<file path="src/mmsf_pkg.sv">
// ---------------------------------------------------------------------------
// mmsf_pkg
// Shared constants and types of the multi-mode search fringe.
// ---------------------------------------------------------------------------
`default_nettype none
package mmsf_pkg;
  localparam int DEPTH        = 1024;
  localparam int COST_BITS    = 16;
  localparam int PAYLOAD_BITS = 32;
  localparam int AW           = $clog2(DEPTH);
  localparam int CW           = $clog2(DEPTH + 1);
  localparam int EW           = COST_BITS + PAYLOAD_BITS;

  localparam logic [1:0] MODE_STACK = 2'd0;
  localparam logic [1:0] MODE_FIFO  = 2'd1;

  localparam logic [1:0] ST_DONE  = 2'd0;
  localparam logic [1:0] ST_FULL  = 2'd1;
  localparam logic [1:0] ST_EMPTY = 2'd2;

  localparam logic FUNC_INSERT = 1'b0;

  typedef struct packed {
    logic [COST_BITS-1:0]    cost;
    logic [PAYLOAD_BITS-1:0] payload;
  } entry_t;

  // Memory port bundle from sequencer to RAM.
  typedef struct packed {
    logic          we;
    logic [AW-1:0] waddr;
    entry_t        wdata;
    logic [AW-1:0] raddr;
  } mem_req_t;
endpackage
`default_nettype wire

</file>
<file path="src/mmsf_seq.sv">
// ---------------------------------------------------------------------------
// mmsf_seq
// Sequencer: a state machine walks the heap over memory cycles, comparing costs.
// ---------------------------------------------------------------------------
`default_nettype none
module mmsf_seq (
  input  wire logic                           clk,
  input  wire logic                           rst_n,
  input  wire logic [1:0]                     mode,
  input  wire logic                           in_valid,
  output logic                                in_stall,
  input  wire logic                           in_func,
  input  wire logic [mmsf_pkg::COST_BITS-1:0] in_item_cost,
  input  wire logic [mmsf_pkg::PAYLOAD_BITS-1:0] in_item_payload,
  output logic                                out_valid,
  input  wire logic                           out_stall,
  output logic [mmsf_pkg::COST_BITS-1:0]      out_cost,
  output logic [mmsf_pkg::PAYLOAD_BITS-1:0]   out_payload,
  output logic [1:0]                          out_status,
  output logic [mmsf_pkg::CW-1:0]             out_occupancy,
  output logic [mmsf_pkg::CW-1:0]             out_peak_count,
  output mmsf_pkg::mem_req_t                  mreq,
  input  wire mmsf_pkg::entry_t               mrd
);
  localparam int AW = mmsf_pkg::AW;
  localparam int CW = mmsf_pkg::CW;

  typedef enum logic [3:0] {
    S_IDLE, S_UP_RD, S_UP_WT, S_UP_CMP,
    S_RM_RD, S_RM_WT, S_RM_LAST, S_DN_RD, S_DN_L, S_DN_R, S_DN_CMP, S_OUT
  } state_t;

  state_t           state_r;
  logic [CW-1:0]    count_r, peak_r;
  logic [AW-1:0]    head_r, tail_r;
  logic [CW-1:0]    idx_r;     // current heap node
  logic [CW-1:0]    n_r;       // heap size during sift down
  mmsf_pkg::entry_t cur_r;     // entry being sifted
  mmsf_pkg::entry_t lch_r;
  logic             lok_r;
  logic [1:0]       mode_r;
  mmsf_pkg::mem_req_t mreq_r;
  logic             wr_en;

  logic [CW-1:0] parent, lidx, ridx;
  logic [CW:0]   l_full;
  assign parent = (idx_r - CW'(1)) >> 1;
  assign l_full = {idx_r, 1'b1};
  assign lidx   = l_full[CW-1:0];
  assign ridx   = lidx + CW'(1);

  assign in_stall = (state_r != S_IDLE);
  assign mreq     = mreq_r;

  // Write strobe for the entry RAM, registered with the rest of the request.
  always_comb begin
    wr_en = 1'b0;
    case (state_r)
      S_IDLE:   wr_en = in_valid && (in_func == mmsf_pkg::FUNC_INSERT) &&
                        (count_r < CW'(mmsf_pkg::DEPTH)) && !mode[1];
      S_UP_RD:  wr_en = (idx_r == '0);
      S_UP_CMP: wr_en = 1'b1;
      S_DN_CMP: wr_en = lok_r;
      default:  wr_en = 1'b0;
    endcase
  end

  always_ff @(posedge clk) begin
    mreq_r.we <= rst_n && wr_en;
    if (!rst_n) begin
      state_r <= S_IDLE; count_r <= '0; peak_r <= '0; head_r <= '0; tail_r <= '0;
      out_valid <= 1'b0;
    end else begin
      case (state_r)
        S_IDLE: if (in_valid) begin
          mode_r <= mode;
          out_cost <= '0; out_payload <= '0; out_status <= mmsf_pkg::ST_DONE;
          cur_r <= '{cost: in_item_cost, payload: in_item_payload};
          if (in_func == mmsf_pkg::FUNC_INSERT) begin
            if (count_r >= CW'(mmsf_pkg::DEPTH)) begin
              out_status <= mmsf_pkg::ST_FULL;
              state_r <= S_OUT;
            end else begin
              count_r <= count_r + CW'(1);
              if (count_r + CW'(1) > peak_r) peak_r <= count_r + CW'(1);
              if (mode[1]) begin
                idx_r <= count_r;
                state_r <= S_UP_RD;
              end else begin
                mreq_r.wdata <= '{cost: in_item_cost, payload: in_item_payload};
                if (mode == mmsf_pkg::MODE_FIFO) begin
                  mreq_r.waddr <= tail_r;
                  tail_r <= tail_r + AW'(1);
                end else mreq_r.waddr <= count_r[AW-1:0];
                state_r <= S_OUT;
              end
            end
          end else begin
            if (count_r == '0) begin
              out_status <= mmsf_pkg::ST_EMPTY;
              state_r <= S_OUT;
            end else begin
              count_r <= count_r - CW'(1);
              n_r <= count_r - CW'(1);
              if (mode[1]) mreq_r.raddr <= '0;
              else if (mode == mmsf_pkg::MODE_FIFO) begin
                mreq_r.raddr <= head_r;
                head_r <= head_r + AW'(1);
              end else mreq_r.raddr <= AW'(count_r - CW'(1));
              state_r <= S_RM_RD;
            end
          end
        end
        // sift up: hole at idx_r holds cur_r
        S_UP_RD: begin
          if (idx_r == '0) begin
            mreq_r.waddr <= '0; mreq_r.wdata <= cur_r;
            state_r <= S_OUT;
          end else begin
            mreq_r.raddr <= parent[AW-1:0];
            state_r <= S_UP_WT;
          end
        end
        S_UP_WT: state_r <= S_UP_CMP;
        S_UP_CMP: begin
          mreq_r.waddr <= idx_r[AW-1:0];
          if (cur_r.cost < mrd.cost) begin
            mreq_r.wdata <= mrd;
            idx_r <= parent;
            state_r <= S_UP_RD;
          end else begin
            mreq_r.wdata <= cur_r;
            state_r <= S_OUT;
          end
        end
        S_RM_RD: state_r <= S_RM_WT;
        S_RM_WT: begin
          out_cost <= mrd.cost; out_payload <= mrd.payload;
          if (mode_r[1] && n_r != '0) begin
            mreq_r.raddr <= n_r[AW-1:0];
            state_r <= S_RM_LAST;
          end else state_r <= S_OUT;
        end
        S_RM_LAST: begin idx_r <= '0; lok_r <= 1'b0; state_r <= S_DN_RD; end
        S_DN_RD: begin
          cur_r <= mrd; // last entry, now sifted down from the root
          state_r <= S_DN_L;
        end
        S_DN_L: begin
          mreq_r.raddr <= lidx[AW-1:0];
          state_r <= S_DN_R;
        end
        S_DN_R: begin
          mreq_r.raddr <= ridx[AW-1:0];
          state_r <= S_DN_CMP;
        end
        S_DN_CMP: begin
          if (!lok_r) begin
            lch_r <= mrd;
            lok_r <= 1'b1;
          end else begin
            lok_r <= 1'b0;
            mreq_r.waddr <= idx_r[AW-1:0];
            if (ridx < n_r && mrd.cost < cur_r.cost && mrd.cost < lch_r.cost) begin
              mreq_r.wdata <= mrd; idx_r <= ridx; state_r <= S_DN_L;
            end else if (lidx < n_r && lch_r.cost < cur_r.cost) begin
              mreq_r.wdata <= lch_r; idx_r <= lidx; state_r <= S_DN_L;
            end else begin
              mreq_r.wdata <= cur_r; state_r <= S_OUT;
            end
          end
        end
        S_OUT: begin
          if (!out_valid) begin
            out_valid <= 1'b1;
            out_occupancy <= count_r; out_peak_count <= peak_r;
          end else if (!out_stall) begin
            out_valid <= 1'b0;
            state_r <= S_IDLE;
          end
        end
        default: state_r <= S_IDLE;
      endcase
    end
  end
endmodule
`default_nettype wire

</file>
<file path="config.mk">
export PLATFORM = sky130hd
export DESIGN_NAME = mmsf_seq
export DESIGN_NICKNAME = d
export VERILOG_FILES = /design/src/mmsf_pkg.sv /design/src/mmsf_seq.sv
export SDC_FILE = /design/constraint.sdc
export NUM_CORES = 1
export LEC_CHECK = 0
export ABC_AREA = 1
export BUFFER_PORTS_ARGS = -buffer_cell sky130_fd_sc_hd__buf_2
export CAP_MARGIN = 20
export CORE_AREA = 5 5 213 215
export CTS_CLUSTER_DIAMETER = 60
export DETAILED_ROUTE_END_ITERATION = 8
export DIE_AREA = 0 0 218 220
export SLEW_MARGIN = 20
export SYNTH_ARGS = -nofsm -noshare
export SYNTH_HDL_FRONTEND = slang
export SYNTH_SLANG_ARGS = --single-unit
</file>
<file path="constraint.sdc">
create_clock -name clk -period 4.9 [get_ports clk]
set_input_delay 0.245 -clock clk [delete_from_list [all_inputs] [get_ports clk]]
set_output_delay 0.245 -clock clk [all_outputs]
set_load 0.01 [all_outputs]
</file>
==> impl_metrics.ini, run 1 <==
[pwr]
clkPwrFrac = 0.274
power_density_nw_per_um2 = 490.5
combPwrFrac = 0.365
intPower_mw = 6.260
switching_power_mw = 4.036
leakagePower_nw = 9.091
irDropWorstVdd_uv = 275.9
p_seq_frac = 0.361
p_sw_frac = 0.3920

[yosys]
synth_compound_area_frac = 0.1161
synth_ff_type = edfxtp_1
synth.avg_cell_area_um2 = 8.803
synthXorXnorAreaFrac = 0.01482
yosysWarningCount = 0
async_flop_share = 0
yosys.area_share.simple = 0.2190
synth_seq_cells = 308
synth_mux_area_frac = 0
synth_top_family_by_area = simple AND/OR/NAND/NOR gates
syn_inst = 1947
ys_types = 57
syn-cell-area_um2 = 17140
synthAdderAreaFrac = 0.06132
synth_nets = 2134
ys_seq_area_frac = 0.5116
synth_edf_count = 260

[critical_path]
arrival_ps = 4120
r2r-end = idx_r[9]$_DFFE_PP_
ff2ff_path_depth = 18
start_kind = flip-flop
rrSetupSlack_ps = 1040
endpoint_kind = flip-flop
crit_required_ps = 5150
crit_fanout = 33
r2r_start = idx_r[2]$_DFFE_PP_
path_class = flip-flop to flip-flop

[floorplanning]
die_h_um = 220
io_pins = 246
fp.dieW_um = 218
start_util = 0.3936
coreArea_um2 = 43550
placementRows = 77
die_area_um2 = 47960

[grt]
grt_max_degree = 97
overflow = 0
grt_pass1_vias = 14506
grt_usage = 0.2261
antenna_found_initial = 0
grt_pass1_wl_um = 85020

[cts]
path_clk_slew_ps = 60
cts_max_level = 2
clock_sinks = 308
post-cts-setup-buffers = 0
cts_buffers = 38
cts_tree = built
ctsRootBufferMaster = clkbuf_16
cts_max_path_buffers = 3
clock_latency_ps = 560

[sta]
setup-tns-final_ps = 0
tightest_slew_ps = 1032
slew_headroom = 0.3123
rsz0062_at_grt = no
finalHoldViolCount = 0
setup_violations = 0
finClkSkew_ps = 24.71
min_period_ps = 3865
period_share = 0.7887
drv_slew = 0
timing.fmax_mhz = 258.8

[route]
totalWireLength_um = 56220
post_drt_via_cell_ratio = 5.304
wire_per_inst_um = 19.60
drt_iter0_markers = 1413
antenna_left = 0
firstDrtPassIters = 6
drc_errors = 0
vias = 15212

[hold_path]
whs_endpoint = cur_r[7]$_DFFE_PP_
min_path_cells = 3
hold_start = in_item_payload[7]
hp-class = input pin to flip-flop

[placed_design]
port_buffers = 245
post-dp-hpwl_um = 37900
gp_congestion = 0.9462

[run]
drv_cap = 0

[run_status]
status = finished, final reports clean

[final_layout]
num_antenna_cells = 0
final_common_cell = nand2_1
layout-drive-gt1-share = 0.1736
final_util = 0.4820
fillers = 4176
num-nets-final = 2434
syn2layout_area_growth_pct = 22.47
final_cell_mix = 433 x nand2_1, 260 x edfxtp_1, 245 x buf_2
[power groups by stage]
stage | logic (mW) | registers (mW) | clock network [mW]
detailed placement | 3.66 | 3.77 | 0
global placement | 3.65 | 3.76 | 0
finish | 3.76 | 3.72 | 2.82
floorplan | 2.42 | 3.77 | 0
global route | 4.15 | 3.76 | 2.98
CTS | 3.74 | 3.72 | 2.87
[layout make-up]
class                      instances  area (µm²)  area share
multi-input combinational       1311        7131      0.3397
tap                              592       740.7     0.03529
clock inverter                    21       197.7    0.009418
clock buffer                      48        1051     0.05007
sequential                       308        8768      0.4177
timing repair buffer             346        2192      0.1044
inverter                         242       909.6     0.04334
[state kept, by name, summed over array words and instances, names as in the netlist]
signal          count
count_r            11
cur_r              48
head_r             10
idx_r              11
lch_r              48
lok_r               1
mode_r              1
mreq               69
n_r                11
out_cost           16
out_occupancy      11
out_payload        32
out_peak_count     11
out_status          2
out_valid           1
peak_r             11
state_r             4
tail_r             10
[per-layer routing]
layer	vias to the layer above	part of all wire	GRT usage
li1	7210	-	-
met1	7261	0.43	0.3084
met2	646	0.47	0.3747
met3	95	0.073	0.03819
met4	0	0.024	0.06217
met5	-	0	0
[worst max-delay path, cell delays in order, from the launching register on]
cell,delay [ps]
edfxtp_1,520
nand3_1,170
nor2_1,160
nand4_1,120
or2_1,240
nor2_1,120
xor2_1,200
ha_1,280
a21oi_1,170
nand2_1,70
nor2_1,90
nand3_1,80
nor2_1,210
nand3_2,120
buf_4,320
nand3_1,170
nand2_1,120
nor4_2,140
buf_4,240
[per-stage QoR]
stage          area [µm²]  power (mW)  hold slack, ps  setup slack, ps  std cells
2_1_floorplan       17140       6.188           343.9            160.5       1947
3_3_place_gp        18960       7.416           416.7             1161       2721
3_5_place_dp        18960       7.430           421.6             1060       2721
4_1_cts             20990       10.33          0.2406             1021       2868
5_1_grt             20990       10.88           6.600            707.1       2868
6_report            20990       10.30           9.096             1035       2868
[worst max path at each step]
| stage | from | endpoint | slack (ps) | cells after the start |
|---|---|---|---|---|
| finish | idx_r[2]$_DFFE_PP_ | idx_r[9]$_DFFE_PP_ | 1040 | 18 |
| CTS | idx_r[2]$_DFFE_PP_ | mreq[47]$_DFFE_PP_ | 1020 | 18 |
| global route | idx_r[2]$_DFFE_PP_ | idx_r[8]$_DFFE_PP_ | 710 | 18 |
| global placement | idx_r[2]$_DFFE_PP_ | idx_r[6]$_DFFE_PP_ | 1160 | 18 |
| floorplan | state_r[3]$_SDFFE_PN0P_ | mreq[10]$_DFFE_PP_ | 160 | 6 |
| detailed placement | idx_r[2]$_DFFE_PP_ | idx_r[10]$_DFFE_PP_ | 1060 | 18 |
[cell usage after synthesis, types with 3 or more instances]
cell type,n,share of area
o22ai_1,6,0.0022
o21ai_1,10,0.0029
nor2_4,4,0.0026
inv_2,18,0.0039
clkbuf_1,33,0.0072
buf_1,6,0.0013
nand2_4,3,0.0020
nand2_2,6,0.0022
a31oi_1,8,0.0029
nor3_1,10,0.0029
a21oi_1,102,0.030
edfxtp_1,260,0.46
nor2_2,4,0.0015
nand3_2,5,0.0029
xor2_1,26,0.013
nand3_1,140,0.041
buf_2,38,0.011
xnor2_1,3,0.0015
a211oi_1,4,0.0018
nor3_2,5,0.0029
nor2_1,192,0.042
o211ai_1,21,0.0092
a22oi_1,30,0.013
dfxtp_1,48,0.056
ha_1,84,0.061
o21a_1,5,0.0022
nand2_1,434,0.095
o2111ai_1,6,0.0031
inv_1,221,0.048
buf_4,7,0.0031
nand4_1,33,0.012
o21ai_0,139,0.041
nor3_4,3,0.0028
[cells by family after synthesis]
kind of cell | Yosys count
adder cells (fa/ha/maj) | 84
buffers and inverters | 328
XOR/XNOR | 29
AO/OA/AOI/OAI | 346
AND/OR/NAND/NOR | 852
flip-flops | 308
[what timing repair did]
| action | 4_1_cts | 5_1_grt |
|---|---|---|
| gates resized for setup | 0 | 0 |
| hold buffers | 78 | 0 |
| hold endpoints to repair | 97 | 0 |
Power figures use the tool's default switching activity.
==> run 2: changes to the inputs <==
==> constraint.sdc (replaced) <==
create_clock -name clk -period 3.1 [get_ports clk]
set_input_delay 0.155 -clock clk [delete_from_list [all_inputs] [get_ports clk]]
set_output_delay 0.155 -clock clk [all_outputs]
set_load 0.01 [all_outputs]
==> impl_metrics.ini, run 2 (synthesized netlist as in run 1, its figures left out) <==
[floorplanning]
die_area_um2 = 47960
coreArea_um2 = 43550
io_pins = 246
fp.dieW_um = 218
start_util = 0.3936
die_h_um = 220
placementRows = 77

[grt]
grt_max_degree = 63
overflow = 0
grt_usage = 0.2349
grt_pass1_vias = 15374
grt_pass1_wl_um = 88350
antenna_found_initial = 0

[critical_path]
crit_chain = nand3_2 -> nor2_4 -> nand4_1 -> or2_1 -> nor2_1 -> xor2_1 -> ha_1 -> nand2_2 -> nor2_4 -> nand2_2 -> nand2_2 -> inv_2 -> nand3_2 -> nor2_4 -> nand3_4 -> nand3_2 -> nand2_4 -> nor4_4 -> buf_12
crit_path_max_incr_delay_ps = 390
endpoint_kind = flip-flop
crit_fanout = 11
arrival_ps = 3450
crit_required_ps = 3360
slowest_stage = edfxtp_1
path_class = flip-flop to flip-flop
start_kind = flip-flop

[cts]
cts_buffers = 38
cts_max_path_buffers = 3
cts_max_level = 2
cts_tree = built
clock_sinks = 308
path_clk_slew_ps = 60
clock_latency_ps = 550
ctsRootBufferMaster = clkbuf_16

[sta]
worst_slack_ps = -86.71
drv_slew = 0
finalHoldViolCount = 0
fin_hold_ws_ps = 61.65
tightest_slew_ps = 837.6
slew_headroom = 0.4410
timing.fmax_mhz = 313.8
finClkSkew_ps = 22.28
min_period_ps = 3187
rsz0062_at_grt = yes
period_share = 1.028
setup_violations = 49

[placed_design]
dpl_cell_area_um2 = 19620
post-dp-hpwl_um = 39860
port_buffers = 245
gp_congestion = 0.8781

[route]
post_drt_via_cell_ratio = 5.300
drt_iter0_markers = 1595
wire_per_inst_um = 19.84
vias = 15730
totalWireLength_um = 58900
firstDrtPassIters = 5
antenna_left = 0
drc_errors = 0

[hold_path]
hp-class = input pin to flip-flop

[final_layout]
final_util = 0.5112
fillers = 4013
final_common_cell = nand2_1
largest_reg_flops = 69
layout-drive-gt1-share = 0.2113
finalInstanceArea_um2 = 22260
num_antenna_cells = 0
num-nets-final = 2534
syn2layout_area_growth_pct = 29.89
final_cell_mix = 428 x nand2_1, 260 x edfxtp_1, 245 x buf_2

[pwr]
power_mw = 17.20
power_density_nw_per_um2 = 772.5
leakagePower_nw = 9.722
irDropWorstVdd_uv = 484.1

[run]
drv_cap = 0

[run_status]
status = complete, but fails checks
violations = negative setup slack
## run 2: cell types whose count changed in the layout (fill, tap and decap cells not counted), moves of 5 or more
cell	change
buf_12	+15
nand2_1	-5
dlygate4sd3_1	+20
nor2_1	-8
clkbuf_16	+8
buf_4	+59
nor2_2	+6
## run 2: final cells by class
class	instances	area, µm²	area share
well taps	592	740.7	0.03327
flip-flops and latches	308	8773	0.3941
repair buffers	446	3244	0.1457
clock inverters	18	181.4	0.008149
multi-input cells	1311	7263	0.3263
clock buffers	51	1149	0.05159
inverters	242	910.9	0.04091
## run 2: worst paths after layout
| check | start | to | slack [ps] | cells after the start |
|---|---|---|---|---|
| setup reg to reg | idx_r[0]$_DFFE_PP_ | idx_r[9]$_DFFE_PP_ | -90 | 19 |
| hold / removal | out_stall | state_r[0]$_SDFFE_PN0P_ | 60 | 5 |
| setup / recovery | idx_r[0]$_DFFE_PP_ | idx_r[9]$_DFFE_PP_ | -90 | 19 |
| hold reg to reg | peak_r[10]$_SDFFE_PN0P_ | out_peak_count[10]$_DFFE_PP_ | 430 | 0 |
## run 2: worst max-delay path, delay by kind of cell (launching register included)
kind                     cells  cell delay, ps
XOR/XNOR                     1             190
adder cells (fa/ha/maj)      1             290
buffers and inverters        2             230
flip-flops                   1             390
AND/OR/NAND/NOR             15            1770
## run 2: what timing repair did
item,4_1_cts,5_1_grt
gates cloned,2,4
hold buffers,98,0
pin swaps,4,15
setup buffers,7,5
endpoints found under the hold margin,171,0
gates resized for setup,10,25
setup endpoints to repair,64,83
## run 2: metal layers
metal,vias to the layer above,global-route usage,routed length [µm]
li1,7445,-,-
met3,135,0.03476,4383
met2,742,0.3949,27970
met5,-,0,0
met1,7408,0.3116,24460
met4,0,0.08227,2080
## run 2: metrics by stage
step	worst slack (ps)	std cells	setup TNS, ps
floorplan	-58.16	1947	-639.7
detailed placement	-86.92	2785	-2943
global placement	16.90	2785	0
finish	-86.71	2968	-2051
CTS	-17.40	2961	-151.9
global route	-308.2	2968	-17730
## run 2: report_power, final
part	internal [mW]	leakage (nW)	total, mW	switching (mW)
combinational	2.27	6.29	6.70	4.43
clock	2.87	0.651	4.69	1.82
sequential	5.46	2.78	5.80	0.338
total	10.6	9.72	17.2	6.59
==> run 3: changes to the inputs <==
--- a/config.mk
+++ b/config.mk
@@ -5,13 +5,12 @@
 export SDC_FILE = /design/constraint.sdc
 export NUM_CORES = 1
 export LEC_CHECK = 0
-export ABC_AREA = 1
 export BUFFER_PORTS_ARGS = -buffer_cell sky130_fd_sc_hd__buf_2
 export CAP_MARGIN = 20
-export CORE_AREA = 5 5 213 215
+export CORE_AREA = 2 2 203 205
 export CTS_CLUSTER_DIAMETER = 60
 export DETAILED_ROUTE_END_ITERATION = 8
-export DIE_AREA = 0 0 218 220
+export DIE_AREA = 0 0 205 207
 export SLEW_MARGIN = 20
 export SYNTH_ARGS = -nofsm -noshare
 export SYNTH_HDL_FRONTEND = slang
==> impl_metrics.ini, run 3 <==
[critical_path]
path_class = flip-flop to flip-flop
crit_required_ps = 3410
endpoint_kind = flip-flop
crit_fanout = 7
arrival_ps = 3650
start_kind = flip-flop

[sta]
drv_slew = 0
worst_slack_ps = -245.5
period_share = 1.079
min_period_ps = 3345
setup_violations = 67
slew_headroom = 0.1986
timing.fmax_mhz = 298.9
setup-tns-final_ps = -11900
finalHoldViolCount = 0
finClkSkew_ps = 24.03
tightest_slew_ps = 1172
rsz0062_at_grt = yes

[cts]
path_clk_slew_ps = 60
cts_buffers = 37
ctsRootBufferMaster = clkbuf_16
cts_max_level = 2
cts_max_path_buffers = 3
cts_tree = built
clock_sinks = 308
clock_latency_ps = 570

[yosys]
yosys.area_share.simple = 0.1330
synth_edf_count = 260
synth_compound_area_frac = 0.1311
netlist_top_cells_count = 260 x edfxtp_1, 113 x nand2_1, 99 x nor2_1, 84 x ha_1
ys_seq_area_frac = 0.5490
yosysWarningCount = 0
syn-cell-area_um2 = 15970
synth_seq_cells = 308
synth_ff_type = edfxtp_1
synthDominantCellAreaShare = 0.4888
yosysMostFrequentCell = edfxtp_1
synth_nets = 1610
ys_types = 64
synth.largest_area_cell = edfxtp_1
yosys-top-cells-area = edfxtp_1 49%, ha_1 6.6%, dfxtp_1 6.0%
syn_inst = 1423
synthXorXnorAreaFrac = 0.03290
async_flop_share = 0
synth_mux_area_frac = 0.04630
synth.avg_cell_area_um2 = 11.22
synth_top_family_by_area = simple AND/OR/NAND/NOR gates
synthAdderAreaFrac = 0.06580

[grt]
top_usage_layer = met2
met3_usage = 0.04342
grt.met2_usage = 0.4098
grt_pass1_vias = 13755
grt_pass1_wl_um = 79510
overflow = 0
grt_usage = 0.2432
grt_max_degree = 55
use_met1 = 0.3138
antenna_found_initial = 4

[final_layout]
syn2layout_area_growth_pct = 39.03
finalNonFillerCells = 2466
final_common_cell = edfxtp_1
finalInstanceArea_um2 = 22210
largest_reg_flops = 69
final_cell_mix = 260 x edfxtp_1, 245 x buf_2, 153 x buf_4
layout-drive-gt1-share = 0.3335
num-nets-final = 2091

[hold_path]
hp-class = input pin to flip-flop

[run]
drv_cap = 0

[route]
drc_errors = 0
antenna_left = 0
drt_iter0_markers = 1288
totalWireLength_um = 52370
wire_per_inst_um = 21.24
firstDrtPassIters = 8
vias = 13576
post_drt_via_cell_ratio = 5.505

[floorplanning]
start_util = 0.3956
placementRows = 74
coreArea_um2 = 40370
die_area_um2 = 42440
io_pins = 246
die_h_um = 207
fp.dieW_um = 205

[placed_design]
post-dp-hpwl_um = 35030
pre_cts_slack_ps = -495.1
dp_cells = 2277
port_buffers = 245
gp_congestion = 0.9117
dpl_cell_area_um2 = 19080

[pwr]
power_density_nw_per_um2 = 781.0
leakagePower_nw = 8.994
power_mw = 17.34
irDropWorstVdd_uv = 614.5

[run_status]
violations = negative setup slack
status = complete, but fails checks
-- run 3: changes by cell type in the layout (fill, tap and decap cells not counted), moves of 72 or more --
cell / change
o21ai_0: -85
buf_4: +72
inv_1: -149
nand3_1: -98
nor2_1: -87
nand2_1: -321
-- run 3: path summary, 6_finish.rpt --
| path | slack [ps] | end | startpoint | depth (start not counted) |
|---|---|---|---|---|
| worst max-delay path | -250 | mreq[33]$_DFFE_PP_ | idx_r[2]$_DFFE_PP_ | 15 |
| worst min-delay path | 60 | state_r[2]$_SDFFE_PN0P_ | in_valid | 3 |
| worst max register to register | -250 | mreq[33]$_DFFE_PP_ | idx_r[2]$_DFFE_PP_ | 15 |
| worst min register to register | 480 | out_peak_count[3]$_DFFE_PP_ | peak_r[3]$_SDFFE_PN0P_ | 0 |
-- run 3: cell families after synthesis --
family | after synthesis
simple gates | 428
xor+xnor | 60
compound gates | 310
mux | 68
fa+ha+maj | 84
buf+inv | 165
flops | 308
-- run 3: through the flow --
stage                     utilization  hold slack, ps
after global routing           0.5501           125.1
after floorplan                     -           253.9
after CTS                      0.5430           30.66
final                          0.5501           61.19
after detailed placement       0.4725           382.0
after global placement         0.4725           381.3
-- run 3: layout make-up --
type | count | area (µm²)
diodes | 3 | 7.507
clock buffers | 47 | 1005
clock inverters | 19 | 304.0
fillers | 3489 | 18160
inverters | 70 | 262.8
multi-input cells | 950 | 7091
flip-flops and latches | 308 | 8768
well taps | 532 | 665.6
repair buffers | 537 | 4101
-- run 3: worst max-delay path, stage by stage (launching register included) --
cell      delay (ps)
edfxtp_1         370
and3_4           200
and3_4           230
nand3_4           90
xnor2_2          150
ha_1             320
a21oi_2          140
o21ai_2           60
nor4_2           160
o21ai_1          150
or3_4            390
a31o_4           330
buf_12           160
buf_16           140
o21ai_2          110
a21oi_1           80
-- run 3: layer usage --
metal | vias up | routed length, µm | share of wire
li1 | 6312 | - | -
met5 | - | 13 | 0.00025
met2 | 580 | 25400 | 0.48
met4 | 2 | 1597 | 0.030
met3 | 102 | 3934 | 0.075
met1 | 6580 | 21430 | 0.41
-- run 3: where the power goes --
part / internal (mW) / switching [mW]
clock: 2.90 / 1.82
combinational: 2.75 / 4.11
sequential: 5.46 / 0.297
-- run 3: repair_timing --
action / in CTS / in global routing
gates resized for setup: 59 / 58
hold endpoints to repair: 178 / 0
cloned: 7 / 1
pin swaps: 34 / 28
endpoints found under the setup margin: 71 / 77
hold buffers: 97 / 0
setup buffers: 15 / 7
